--- src/hw/rtl/shader_module_instruction_filter_assert.svh ---
// ============================================================================
// Assertion macros for the shader module instruction filter
// Implication checks on the block clock, masked while reset is low.
// ============================================================================
`ifndef SHADER_MODULE_INSTRUCTION_FILTER_ASSERT_SVH
`define SHADER_MODULE_INSTRUCTION_FILTER_ASSERT_SVH
`ifndef NO_ASSERTIONS
`define SMIF_ASSERT_IMP(label, ante, cons) \
    label: assert property (@(posedge aclk) disable iff (!aresetn) (ante) |-> (cons)) \
        else $error("smif: same-cycle check failed");
`define SMIF_ASSERT_NXT(label, ante, cons) \
    label: assert property (@(posedge aclk) disable iff (!aresetn) (ante) |=> (cons)) \
        else $error("smif: next-cycle check failed");
`else
`define SMIF_ASSERT_IMP(label, ante, cons)
`define SMIF_ASSERT_NXT(label, ante, cons)
`endif
`endif

--- src/hw/rtl/smif_pkg.sv ---
// ============================================================================
// smif_pkg
// Shared types and codes of the shader module instruction filter.
// ============================================================================
package smif_pkg;

    localparam int HOLD_WORDS_DEF = 9;
    localparam int MAX_WORDS_DEF  = 1048576;

    localparam int KEPT_TOTAL_W = 21;

    // result kinds
    localparam logic [1:0] KIND_KEPT  = 2'd0;
    localparam logic [1:0] KIND_END   = 2'd1;
    localparam logic [1:0] KIND_ERROR = 2'd2;

    // error codes
    localparam logic [1:0] ERR_BAD_MAGIC    = 2'd0;
    localparam logic [1:0] ERR_SHORT_HEADER = 2'd1;
    localparam logic [1:0] ERR_TRUNCATED    = 2'd2;
    localparam logic [1:0] ERR_ZERO_LENGTH  = 2'd3;

    typedef struct packed {
        logic [31:0] word;
        logic        end_of_module;
    } smif_in_t;

    typedef struct packed {
        logic [1:0]              kind;
        logic [31:0]             kept_word;
        logic [KEPT_TOTAL_W-1:0] kept_total;
        logic [1:0]              error_code;
        logic                    last_of_run;
    } smif_out_t;

    typedef struct packed {
        logic accept;   // input request taken this cycle
        logic issue;    // load next result into the output register
    } smif_cmd_t;

    typedef struct packed {
        logic plan_busy;   // request being taken produces results
        logic out_free;    // output register can take a result
        logic issue_last;  // result up next is the final one of its run
    } smif_sts_t;

endpackage

--- src/hw/rtl/shader_module_instruction_filter.sv ---
// ============================================================================
// shader_module_instruction_filter
// Strips debug, string and selected decoration/extension instructions from
// a binary shader module streamed one word per request.
// ============================================================================
//
//  Channel  Dir  Handshake          Payload (smif_pkg)
//  s_       in   s_valid/s_ready    smif_in_t : word, end_of_module
//  m_       out  m_valid/m_ready    smif_out_t: kind, kept_word, kept_total,
//                                               error_code, last_of_run
//
//  A request is taken while the sequencer is idle; each result it causes is
//  then loaded into the single output register, so a word gives n results
//  with n from 0 to HOLD_WORDS + 1 (one for a plain kept word, none for a
//  dropped one). The emit counter fills the output register one result per
//  cycle from the hold buffer while m_ready does not stall it.
//  s_ready is low while results of the last request are still being loaded;
//  m_ready low stalls that loading. The last result may wait in the output
//  register while the next request is taken.
//  aresetn (synchronous, active low) returns the parser to the start of a
//  module; hold buffer contents are not cleared.
//
`include "shader_module_instruction_filter_assert.svh"

module shader_module_instruction_filter #(
    parameter int HOLD_WORDS = smif_pkg::HOLD_WORDS_DEF,
    parameter int MAX_WORDS  = smif_pkg::MAX_WORDS_DEF
) (
    input  logic                aclk,
    input  logic                aresetn,
    input  logic                s_valid,
    output logic                s_ready,
    input  smif_pkg::smif_in_t  s_item,
    output logic                m_valid,
    input  logic                m_ready,
    output smif_pkg::smif_out_t m_item
);
    import smif_pkg::*;

    smif_cmd_t cmd;
    smif_sts_t sts;

    // sequencer: IDLE takes a request, EMIT streams its results
    smif_ctrl u_ctrl (
        .aclk    (aclk),
        .aresetn (aresetn),
        .s_valid (s_valid),
        .s_ready (s_ready),
        .sts     (sts),
        .cmd     (cmd)
    );

    // parser state, hold buffer, name compare, kept count, output register
    smif_dp #(
        .HOLD_WORDS (HOLD_WORDS),
        .MAX_WORDS  (MAX_WORDS)
    ) u_dp (
        .aclk    (aclk),
        .aresetn (aresetn),
        .s_item  (s_item),
        .cmd     (cmd),
        .sts     (sts),
        .m_valid (m_valid),
        .m_ready (m_ready),
        .m_item  (m_item)
    );

    // results are never loaded while a new request is being taken
    `SMIF_ASSERT_IMP(a_no_take_while_emitting, cmd.issue, !s_ready)
    // a request with no results leaves the block ready for the next one
    `SMIF_ASSERT_NXT(a_ready_after_silent, cmd.accept && !sts.plan_busy, s_ready)
    // end and error reports always close their run
    `SMIF_ASSERT_IMP(a_report_is_last, m_valid && m_item.kind != KIND_KEPT, m_item.last_of_run)

endmodule

--- src/hw/rtl/smif_ctrl.sv ---
// ============================================================================
// smif_ctrl
// Two-state sequencer: take a request, then stream its results out.
// ============================================================================
module smif_ctrl (
    input  logic                aclk,
    input  logic                aresetn,
    input  logic                s_valid,
    output logic                s_ready,
    input  smif_pkg::smif_sts_t sts,
    output smif_pkg::smif_cmd_t cmd
);
    import smif_pkg::*;

    localparam logic ST_IDLE = 1'b0;
    localparam logic ST_EMIT = 1'b1;

    logic state_reg;
    logic state_next;

    assign s_ready    = (state_reg == ST_IDLE);
    assign cmd.accept = s_valid && s_ready;
    assign cmd.issue  = (state_reg == ST_EMIT) && sts.out_free;

    always_comb begin
        state_next = state_reg;
        unique case (state_reg)
            ST_IDLE: begin
                if (cmd.accept && sts.plan_busy) begin
                    state_next = ST_EMIT;
                end
            end
            ST_EMIT: begin
                if (cmd.issue && sts.issue_last) begin
                    state_next = ST_IDLE;
                end
            end
            default: state_next = ST_IDLE;
        endcase
    end

    always_ff @(posedge aclk) begin
        if (!aresetn) begin
            state_reg <= ST_IDLE;
        end else begin
            state_reg <= state_next;
        end
    end

endmodule

--- src/hw/rtl/smif_dp.sv ---
// ============================================================================
// smif_dp
// Parser state, hold buffer, name compare, kept counter and output register.
// ============================================================================
module smif_dp #(
    parameter int HOLD_WORDS = smif_pkg::HOLD_WORDS_DEF,
    parameter int MAX_WORDS  = smif_pkg::MAX_WORDS_DEF
) (
    input  logic                aclk,
    input  logic                aresetn,
    input  smif_pkg::smif_in_t  s_item,
    input  smif_pkg::smif_cmd_t cmd,
    output smif_pkg::smif_sts_t sts,
    output logic                m_valid,
    input  logic                m_ready,
    output smif_pkg::smif_out_t m_item
);
    import smif_pkg::*;

    localparam int HCW = $clog2(HOLD_WORDS + 1);
    localparam int HIW = $clog2(HOLD_WORDS);
    localparam int KCW = $clog2(MAX_WORDS + 1);

    localparam logic [31:0] MAGIC_WORD   = 32'h0723_0203;
    localparam logic [2:0]  HEADER_WORDS = 3'd5;

    localparam logic [15:0] OP_SOURCE_CONTINUED       = 16'd2;
    localparam logic [15:0] OP_SOURCE                 = 16'd3;
    localparam logic [15:0] OP_STRING                 = 16'd7;
    localparam logic [15:0] OP_LINE                   = 16'd8;
    localparam logic [15:0] OP_EXTENSION              = 16'd10;
    localparam logic [15:0] OP_MODULE_PROCESSED       = 16'd330;
    localparam logic [15:0] OP_DECORATE_ID            = 16'd332;
    localparam logic [15:0] OP_DECORATE_STRING        = 16'd5632;
    localparam logic [15:0] OP_MEMBER_DECORATE_STRING = 16'd5633;

    localparam logic [31:0] DECO_COUNTER_BUFFER = 32'd5634;
    localparam logic [31:0] DECO_USER_TYPE      = 32'd5636;

    localparam logic [1:0] DEC_UNDECIDED = 2'd0;
    localparam logic [1:0] DEC_KEEP      = 2'd1;
    localparam logic [1:0] DEC_DROP      = 2'd2;

    localparam logic [1:0] IK_PLAIN = 2'd0;
    localparam logic [1:0] IK_DECID = 2'd1;
    localparam logic [1:0] IK_EXT   = 2'd2;

    localparam logic [1:0] REP_NONE  = 2'd0;
    localparam logic [1:0] REP_END   = 2'd1;
    localparam logic [1:0] REP_ERROR = 2'd2;

    localparam logic [1:0] EXT_A = 2'd0;
    localparam logic [1:0] EXT_B = 2'd1;
    localparam logic [1:0] EXT_C = 2'd2;

    // extension names, little-endian, name word i = instruction word i+1
    function automatic logic [31:0] ext_word(input logic [1:0] k, input logic [2:0] i);
        logic [31:0] r;
        r = '0;
        unique case (i)
            3'd0: r = 32'h5F56_5053;
            3'd1: r = 32'h474F_4F47;
            3'd2: begin
                unique case (k)
                    EXT_A:   r = 32'h645F_454C;
                    EXT_B:   r = 32'h685F_454C;
                    default: r = 32'h755F_454C;
                endcase
            end
            3'd3: begin
                unique case (k)
                    EXT_A:   r = 32'h726F_6365;
                    EXT_B:   r = 32'h5F6C_736C;
                    default: r = 32'h5F72_6573;
                endcase
            end
            3'd4: begin
                unique case (k)
                    EXT_A:   r = 32'h5F65_7461;
                    EXT_B:   r = 32'h636E_7566;
                    default: r = 32'h6570_7974;
                endcase
            end
            3'd5: begin
                unique case (k)
                    EXT_A:   r = 32'h6972_7473;
                    EXT_B:   r = 32'h6E6F_6974;
                    default: r = 32'h0000_0000;
                endcase
            end
            3'd6: begin
                unique case (k)
                    EXT_A:   r = 32'h0000_676E;
                    EXT_B:   r = 32'h7469_6C61;
                    default: r = 32'h0000_0000;
                endcase
            end
            default: begin
                unique case (k)
                    EXT_B:   r = 32'h0000_3179;
                    default: r = 32'h0000_0000;
                endcase
            end
        endcase
        return r;
    endfunction

    // instruction word index holding the terminating NUL
    function automatic logic [3:0] ext_last(input logic [1:0] k);
        logic [3:0] r;
        unique case (k)
            EXT_A:   r = 4'd7;
            EXT_B:   r = 4'd8;
            default: r = 4'd6;
        endcase
        return r;
    endfunction

    // bytes past the NUL are not compared
    function automatic logic [31:0] ext_mask(input logic [1:0] k, input logic [2:0] i);
        logic [31:0] r;
        logic [3:0]  wi;
        wi = {1'b0, i} + 4'd1;
        r  = '0;
        if (wi < ext_last(k)) begin
            r = '1;
        end else if (wi == ext_last(k)) begin
            unique case (k)
                EXT_C:   r = 32'h0000_00FF;
                default: r = 32'h00FF_FFFF;
            endcase
        end
        return r;
    endfunction

    // parser state
    logic [2:0]     header_seen_reg;
    logic [15:0]    words_left_reg;
    logic [3:0]     word_index_reg;
    logic [1:0]     instr_kind_reg;
    logic [1:0]     decision_reg;
    logic [2:0]     name_match_reg;
    logic [HCW-1:0] hold_count_reg;
    logic           error_seen_reg;
    logic [KCW-1:0] kept_count_reg;
    logic [31:0]    hold_mem [HOLD_WORDS];

    // emission plan
    logic [HCW-1:0] emit_total_reg;
    logic [HCW-1:0] emit_idx_reg;
    logic [1:0]     rep_kind_reg;
    logic [1:0]     rep_code_reg;

    logic      m_valid_reg;
    smif_out_t m_item_reg;

    // request decode
    logic [31:0] in_word;
    logic        in_eom;
    logic [15:0] in_len;
    logic [15:0] in_op;

    logic [2:0]     hs_next;
    logic [15:0]    wl_next;
    logic [3:0]     wi_next;
    logic [1:0]     ik_next;
    logic [1:0]     dec_next;
    logic [2:0]     nm_next;
    logic [HCW-1:0] hc_next;
    logic           es_next;
    logic [HCW-1:0] hc_inc;
    logic [HCW-1:0] emit_next;
    logic [1:0]     rep_next;
    logic           take;
    logic           wr_en;
    logic [HIW-1:0] wr_idx;
    logic           err_en;
    logic [1:0]     err_code;
    logic [2:0]     tbl_idx;
    logic [2:0]     hits;

    logic issue_word;

    assign in_word = s_item.word;
    assign in_eom  = s_item.end_of_module;
    assign in_len  = in_word[31:16];
    assign in_op   = in_word[15:0];

    always_comb begin
        hs_next  = header_seen_reg;
        wl_next  = words_left_reg;
        wi_next  = word_index_reg;
        ik_next  = instr_kind_reg;
        dec_next = decision_reg;
        nm_next  = name_match_reg;
        hc_next  = hold_count_reg;
        es_next  = error_seen_reg;
        hc_inc   = hold_count_reg;
        emit_next = '0;
        take     = 1'b0;
        wr_en    = 1'b0;
        wr_idx   = '0;
        err_en   = 1'b0;
        err_code = ERR_BAD_MAGIC;
        tbl_idx  = '0;
        hits     = '0;

        if (error_seen_reg) begin
            // skipping to end of module
        end else if (header_seen_reg < HEADER_WORDS) begin
            if (header_seen_reg == '0 && in_word != MAGIC_WORD) begin
                err_en   = 1'b1;
                err_code = ERR_BAD_MAGIC;
            end else begin
                wr_en     = 1'b1;
                emit_next = HCW'(1);
                hs_next   = header_seen_reg + 3'd1;
                if (in_eom && hs_next < HEADER_WORDS) begin
                    err_en   = 1'b1;
                    err_code = ERR_SHORT_HEADER;
                end
            end
        end else if (words_left_reg == '0) begin
            if (in_len == '0) begin
                err_en   = 1'b1;
                err_code = ERR_ZERO_LENGTH;
            end else begin
                wl_next  = in_len - 16'd1;
                wi_next  = '0;
                hc_next  = '0;
                nm_next  = 3'b111;
                ik_next  = IK_PLAIN;
                dec_next = DEC_UNDECIDED;
                unique case (in_op) inside
                    OP_SOURCE_CONTINUED, OP_SOURCE, OP_STRING, OP_LINE,
                    OP_MODULE_PROCESSED, OP_DECORATE_STRING,
                    OP_MEMBER_DECORATE_STRING: dec_next = DEC_DROP;
                    OP_DECORATE_ID:            ik_next  = IK_DECID;
                    OP_EXTENSION:              ik_next  = IK_EXT;
                    default:                   dec_next = DEC_KEEP;
                endcase
                take = 1'b1;
            end
        end else begin
            wl_next = words_left_reg - 16'd1;
            if (word_index_reg != '1) begin
                wi_next = word_index_reg + 4'd1;
            end
            take = 1'b1;
        end

        if (take) begin
            if (dec_next == DEC_KEEP) begin
                wr_en     = 1'b1;
                wr_idx    = hc_next[HIW-1:0];
                emit_next = HCW'(1);
            end else if (dec_next == DEC_UNDECIDED) begin
                wr_en  = 1'b1;
                wr_idx = hc_next[HIW-1:0];
                hc_inc = hc_next + HCW'(1);
                if (ik_next == IK_DECID && wi_next == 4'd2) begin
                    dec_next = (in_word == DECO_COUNTER_BUFFER || in_word == DECO_USER_TYPE)
                             ? DEC_DROP : DEC_KEEP;
                end else if (ik_next == IK_EXT && wi_next >= 4'd1 && wi_next <= 4'd8) begin
                    tbl_idx = 3'(wi_next - 4'd1);
                    for (int k = 0; k < 3; k++) begin
                        hits[k] = ((in_word ^ ext_word(2'(k), tbl_idx))
                                  & ext_mask(2'(k), tbl_idx)) == '0;
                    end
                    nm_next = nm_next & hits;
                    for (int k = 0; k < 3; k++) begin
                        if (nm_next[k] && wi_next == ext_last(2'(k))) begin
                            dec_next = DEC_DROP;
                        end
                    end
                    if (dec_next == DEC_UNDECIDED && nm_next == '0) begin
                        dec_next = DEC_KEEP;
                    end
                end
                if (dec_next == DEC_UNDECIDED
                    && (wl_next == '0 || hc_inc >= HCW'(HOLD_WORDS))) begin
                    dec_next = DEC_KEEP;
                end
                if (dec_next == DEC_KEEP) begin
                    emit_next = hc_inc;
                end
                hc_next = (dec_next != DEC_UNDECIDED) ? '0 : hc_inc;
            end
        end

        if (!error_seen_reg && !err_en && in_eom && wl_next != '0) begin
            err_en   = 1'b1;
            err_code = ERR_TRUNCATED;
        end
        if (err_en) begin
            es_next = 1'b1;
        end

        rep_next = REP_NONE;
        if (!error_seen_reg) begin
            if (err_en) begin
                rep_next = REP_ERROR;
            end else if (in_eom) begin
                rep_next = REP_END;
            end
        end
    end

    assign issue_word     = emit_idx_reg < emit_total_reg;
    assign sts.plan_busy  = (emit_next != '0) || (rep_next != REP_NONE);
    assign sts.out_free   = !m_valid_reg || m_ready;
    assign sts.issue_last = issue_word
                          ? ((emit_idx_reg + HCW'(1) == emit_total_reg) && rep_kind_reg == REP_NONE)
                          : 1'b1;

    always_ff @(posedge aclk) begin
        if (cmd.accept && wr_en) begin
            hold_mem[wr_idx] <= in_word;
        end
    end

    always_ff @(posedge aclk) begin
        if (!aresetn) begin
            header_seen_reg <= '0;
            words_left_reg  <= '0;
            word_index_reg  <= '0;
            instr_kind_reg  <= IK_PLAIN;
            decision_reg    <= DEC_UNDECIDED;
            name_match_reg  <= 3'b111;
            hold_count_reg  <= '0;
            error_seen_reg  <= 1'b0;
            kept_count_reg  <= '0;
            emit_total_reg  <= '0;
            emit_idx_reg    <= '0;
            rep_kind_reg    <= REP_NONE;
            rep_code_reg    <= ERR_BAD_MAGIC;
        end else if (cmd.accept) begin
            if (in_eom) begin
                header_seen_reg <= '0;
                words_left_reg  <= '0;
                word_index_reg  <= '0;
                instr_kind_reg  <= IK_PLAIN;
                decision_reg    <= DEC_UNDECIDED;
                name_match_reg  <= 3'b111;
                hold_count_reg  <= '0;
                error_seen_reg  <= 1'b0;
            end else begin
                header_seen_reg <= hs_next;
                words_left_reg  <= wl_next;
                word_index_reg  <= wi_next;
                instr_kind_reg  <= ik_next;
                decision_reg    <= dec_next;
                name_match_reg  <= nm_next;
                hold_count_reg  <= hc_next;
                error_seen_reg  <= es_next;
            end
            // silent end of a failed module: nothing will report the count
            if (error_seen_reg && in_eom) begin
                kept_count_reg <= '0;
            end
            emit_total_reg <= emit_next;
            emit_idx_reg   <= '0;
            rep_kind_reg   <= rep_next;
            rep_code_reg   <= err_code;
        end else if (cmd.issue) begin
            if (issue_word) begin
                emit_idx_reg <= emit_idx_reg + HCW'(1);
                if (kept_count_reg < KCW'(MAX_WORDS)) begin
                    kept_count_reg <= kept_count_reg + KCW'(1);
                end
            end else begin
                kept_count_reg <= '0;
            end
        end
    end

    always_ff @(posedge aclk) begin
        if (!aresetn) begin
            m_valid_reg <= 1'b0;
        end else if (cmd.issue) begin
            m_valid_reg <= 1'b1;
        end else if (m_ready) begin
            m_valid_reg <= 1'b0;
        end
    end

    always_ff @(posedge aclk) begin
        if (cmd.issue) begin
            m_item_reg.last_of_run <= sts.issue_last;
            if (issue_word) begin
                m_item_reg.kind       <= KIND_KEPT;
                m_item_reg.kept_word  <= hold_mem[emit_idx_reg[HIW-1:0]];
                m_item_reg.kept_total <= '0;
                m_item_reg.error_code <= '0;
            end else if (rep_kind_reg == REP_ERROR) begin
                m_item_reg.kind       <= KIND_ERROR;
                m_item_reg.kept_word  <= '0;
                m_item_reg.kept_total <= '0;
                m_item_reg.error_code <= rep_code_reg;
            end else begin
                m_item_reg.kind       <= KIND_END;
                m_item_reg.kept_word  <= '0;
                m_item_reg.kept_total <= KEPT_TOTAL_W'(kept_count_reg);
                m_item_reg.error_code <= '0;
            end
        end
    end

    assign m_valid = m_valid_reg;
    assign m_item  = m_item_reg;

endmodule

--- config.mk ---
export PLATFORM = sky130hd
export DESIGN_NAME = shader_module_instruction_filter
export DESIGN_NICKNAME = d
export VERILOG_FILES = /design/src/hw/rtl/smif_pkg.sv /design/src/hw/rtl/shader_module_instruction_filter.sv /design/src/hw/rtl/smif_ctrl.sv /design/src/hw/rtl/smif_dp.sv
export VERILOG_INCLUDE_DIRS = /design/src /design/src/hw/rtl
export SDC_FILE = /design/constraint.sdc
export NUM_CORES = 1
export LEC_CHECK = 0
export BUFFER_PORTS_ARGS = -buffer_cell sky130_fd_sc_hd__buf_4
export CELL_PAD_IN_SITES_DETAIL_PLACEMENT = 1
export CELL_PAD_IN_SITES_GLOBAL_PLACEMENT = 2
export CORE_MARGIN = 8
export CORE_UTILIZATION = 40
export CTS_BUF_LIST = sky130_fd_sc_hd__clkbuf_2 sky130_fd_sc_hd__clkbuf_4 sky130_fd_sc_hd__clkbuf_8
export DETAILED_ROUTE_END_ITERATION = 6
export GPL_ROUTABILITY_DRIVEN = 1
export GPL_TIMING_DRIVEN = 0
export PLACE_DENSITY_LB_ADDON = 0.1
export SETUP_SLACK_MARGIN = 0.1
export SLEW_MARGIN = 20
export SYNTH_ARGS = -nofsm -noshare
export SYNTH_HDL_FRONTEND = slang
export SYNTH_SLANG_ARGS = --single-unit
--- constraint.sdc ---
create_clock -name aclk -period 6.3 [get_ports aclk]
set_input_delay 0.63 -clock aclk [delete_from_list [all_inputs] [get_ports aclk]]
set_output_delay 0.63 -clock aclk [all_outputs]
set_load 0.01 [all_outputs]
==> metrics.txt <==
Static Leak 8.07 nW; r2r setup slk 0.20 ns; global-route usage over all layers 22.2%; Core Util, Final 48.0%; Area Growth Syn to Fin 19.0%; Cells after Synth 1612; Period minus WS final 6.10 ns; Clk Latency, worst-skew pair 0.65 ns; Core Region 0.0499 mm2; number of H-tree levels 3; Cell Rows 82; Cell Area, Synth 0.0201 mm2; clock skew 0.0661 ns; Worst Tran Pin Value 0.993 ns; post-DR wirelength/cell 25.2 um; Yosys cell types 93; Slew headroom 33.2%; Max FO, Critical Path 10; Clock transition at path regs 0.07 ns; count leader, synth edfxtp_1; vias in the first global route 15200; Final Setup Violations 0; area taken by flip-flops and latches 0.0119 mm2; 1st-iter DRT viols 977; Max Slew Vio Count 0; Max Cap Viol 0; clock share of power 42.8%; Post-CTS Hold Buffers 0; initial antenna violation count 0; max FFs per register 288; Post-synth EDFFs 346; CTS Buf Count 75; Req. time, crit path 6.83 ns; combinational share of power 4.5%; Hold Vio Cnt, Final 0; final setup TNS 0 ns; synth top area cells edfxtp_1, dfxtp_1, mux4_2; # fillers 5222; first-pass GRT wire length 96000 um; Clock Sinks 420; Max Clock Freq 164 MHz; TritonCTS clock tree built; worst vdd ir 0.000146 V; CTS root buffer clkbuf_8; #FFs+latches synth 420; Seq pwr share 52.7%; Top Ports 97; syn_area_per_cell 12.5 um2; Antenna Nets Post-Route 0; Starting Density 40.3%; Worst setup EP type flip-flop; clk buf depth 3; HPWL Detailed 45400 um; PwrDens 240 mW/mm2; Top FF cell, synth edfxtp_1; share of cells above drive strength 1 22.5%; outcome complete, no violations; Startpoint Class flip-flop; Arr. time, crit path 6.63 ns; crit share post-route 96.8%; syn nets 1672; Synth area leader edfxtp_1; sw frac 22.9%; drt pass-1 iters 6; DRC Markers 0; Yosys warning total 0; sw power 1.32 mW; Critical Path Sink u_dp.emit_total_reg[0]; number of vias in the routed layout 14500; chip width 240 um; Crit Path Class flip-flop to flip-flop; Layout Nets 1892; vias per cell 5.67; Yosys top cell area share 51.7%; R2R Path Start u_dp.words_left_reg[11]; Power Internal 4.43 mW; Hold WC Path Type primary input to flip-flop; Post-synth top cells edfxtp_1, nor2_1, a21oi_1; Detailed Route WL 64500 um; sequential share of the synthesized area 59.0%; Async S/R FF share, synth 0%; unrepaired setup endpoints after global routing no; largest net degree at the start of global routing 54; grt ovf 0; Vert. Die Dim 240 um; r2r endpoint u_dp.emit_total_reg[0]; I/O Buffers 96; FF-to-FF path depth 24; area of the multi-input gates 0.00799 mm2; die area 0.0577 mm2; CP Launch Point u_dp.words_left_reg[11]; GP Congestion 0.897
==> how the worst min path moves through the flow <==
stage	start	to	slack, ns	cells past startpoint
5_1_grt	s_item[15]	u_dp.hold_mem[8][14]	0.24	1
3_5_place_dp	u_dp.instr_kind_reg[1]	u_dp.instr_kind_reg[1]	0.45	2
6_report	s_item[14]	u_dp.hold_mem[8][13]	0.27	1
2_1_floorplan	u_dp.instr_kind_reg[1]	u_dp.instr_kind_reg[1]	0.42	2
4_1_cts	s_item[28]	u_dp.hold_mem[8][27]	0.21	1
3_3_place_gp	u_dp.decision_reg[1]	u_dp.decision_reg[1]	0.44	2
==> cell type report <==
type	instances	share of cell area (%)
Clock inverter	32	0.878
Timing Repair Buffer	146	5.15
Inverter	34	0.554
Buffer	103	1.88
Antenna cell	1	0.0105
Multi-Input combinational cell	1052	33.4
Sequential cell	420	49.6
Clock buffer	94	5.04
Tap cell	672	3.51
==> power by group through the flow <==
stage | combinational, mW | sequential, mW | clock (mW)
global placement | 0.249 | 3.09 | 0
finish | 0.261 | 3.03 | 2.46
CTS | 0.261 | 3.03 | 2.53
floorplan | 0.101 | 3.09 | 0
detailed placement | 0.260 | 3.08 | 0
global route | 0.280 | 3.03 | 2.64
==> metrics by stage <==
stage	hold slack, ns	setup WS, ns	area, um2	total power, mW	instances
after floorplan	0.424	0.245	20100	3.19	1612
after global placement	0.440	-3.22	21700	3.33	2380
after detailed placement	0.453	-1.85	22100	3.34	2415
after CTS	0.211	0.177	23800	5.82	2547
after global routing	0.244	0.0878	23900	5.95	2553
final	0.271	0.202	23900	5.75	2554
==> placed cells by master (no fill, tap or decap), types with 19 or more instances in the layout <==
master and instances:
nor2_1 148, buf_4 128, nor4_1 19, nand3_1 29, and2_1 28, a22o_1 21
dfxtp_1 74, nand2b_1 20, mux2i_1 47, nor3_1 31, inv_1 29, clkbuf_8 80
mux4_2 64, xnor2_1 43, nand2_1 93, xor2_1 24, clkbuf_4 22, or3_1 20
nand4_1 20, nor2b_1 24, a21oi_1 100, clkbuf_1 61, o21ai_0 63, edfxtp_1 346
==> worst max-delay path, cell delays in order (launching register included) <==
cell and delay [ns]:
dfxtp_1 0.38, or4_1 0.52, buf_2 0.20, or4_4 0.57
buf_6 0.18, o21ai_4 0.15, a22oi_2 0.10, buf_4 0.18
buf_4 0.14, ha_4 0.19, clkbuf_2 0.24, clkbuf_4 0.27
nor2b_2 0.22, o32ai_2 0.26, a21oi_1 0.13, nor4_2 0.33
and4_1 0.28, nand4b_1 0.18, a2111oi_2 0.40, o2bb2ai_1 0.22
o21ai_1 0.13, nand2_1 0.18, a2111oi_4 0.05, buf_4 0.18
a221o_1 0.29
==> cells by family after synthesis <==
family	synth area share [%]
compound gates	10.4
xor+xnor	2.92
fa+ha+maj	1.43
buf+inv	2.69
flops	59.0
mux	9.67
simple gates	13.9
==> layer usage <==
metal	wire (um)	global-route usage (%)	share of wire, %
met5	0	0	0
met4	1830	7.57	2.8
met2	31300	37.3	48
met1	28600	29.0	44
met3	2760	3.68	4.3
==> what timing repair did <==
item | in CTS | in global routing
endpoints found under the setup margin | 14 | 11
setup buffers | 6 | 9
resized for setup | 48 | 39
pin swaps | 7 | 10
endpoints found under the hold margin | 0 | 0
Note: power is estimated with default switching activity, not from simulation.
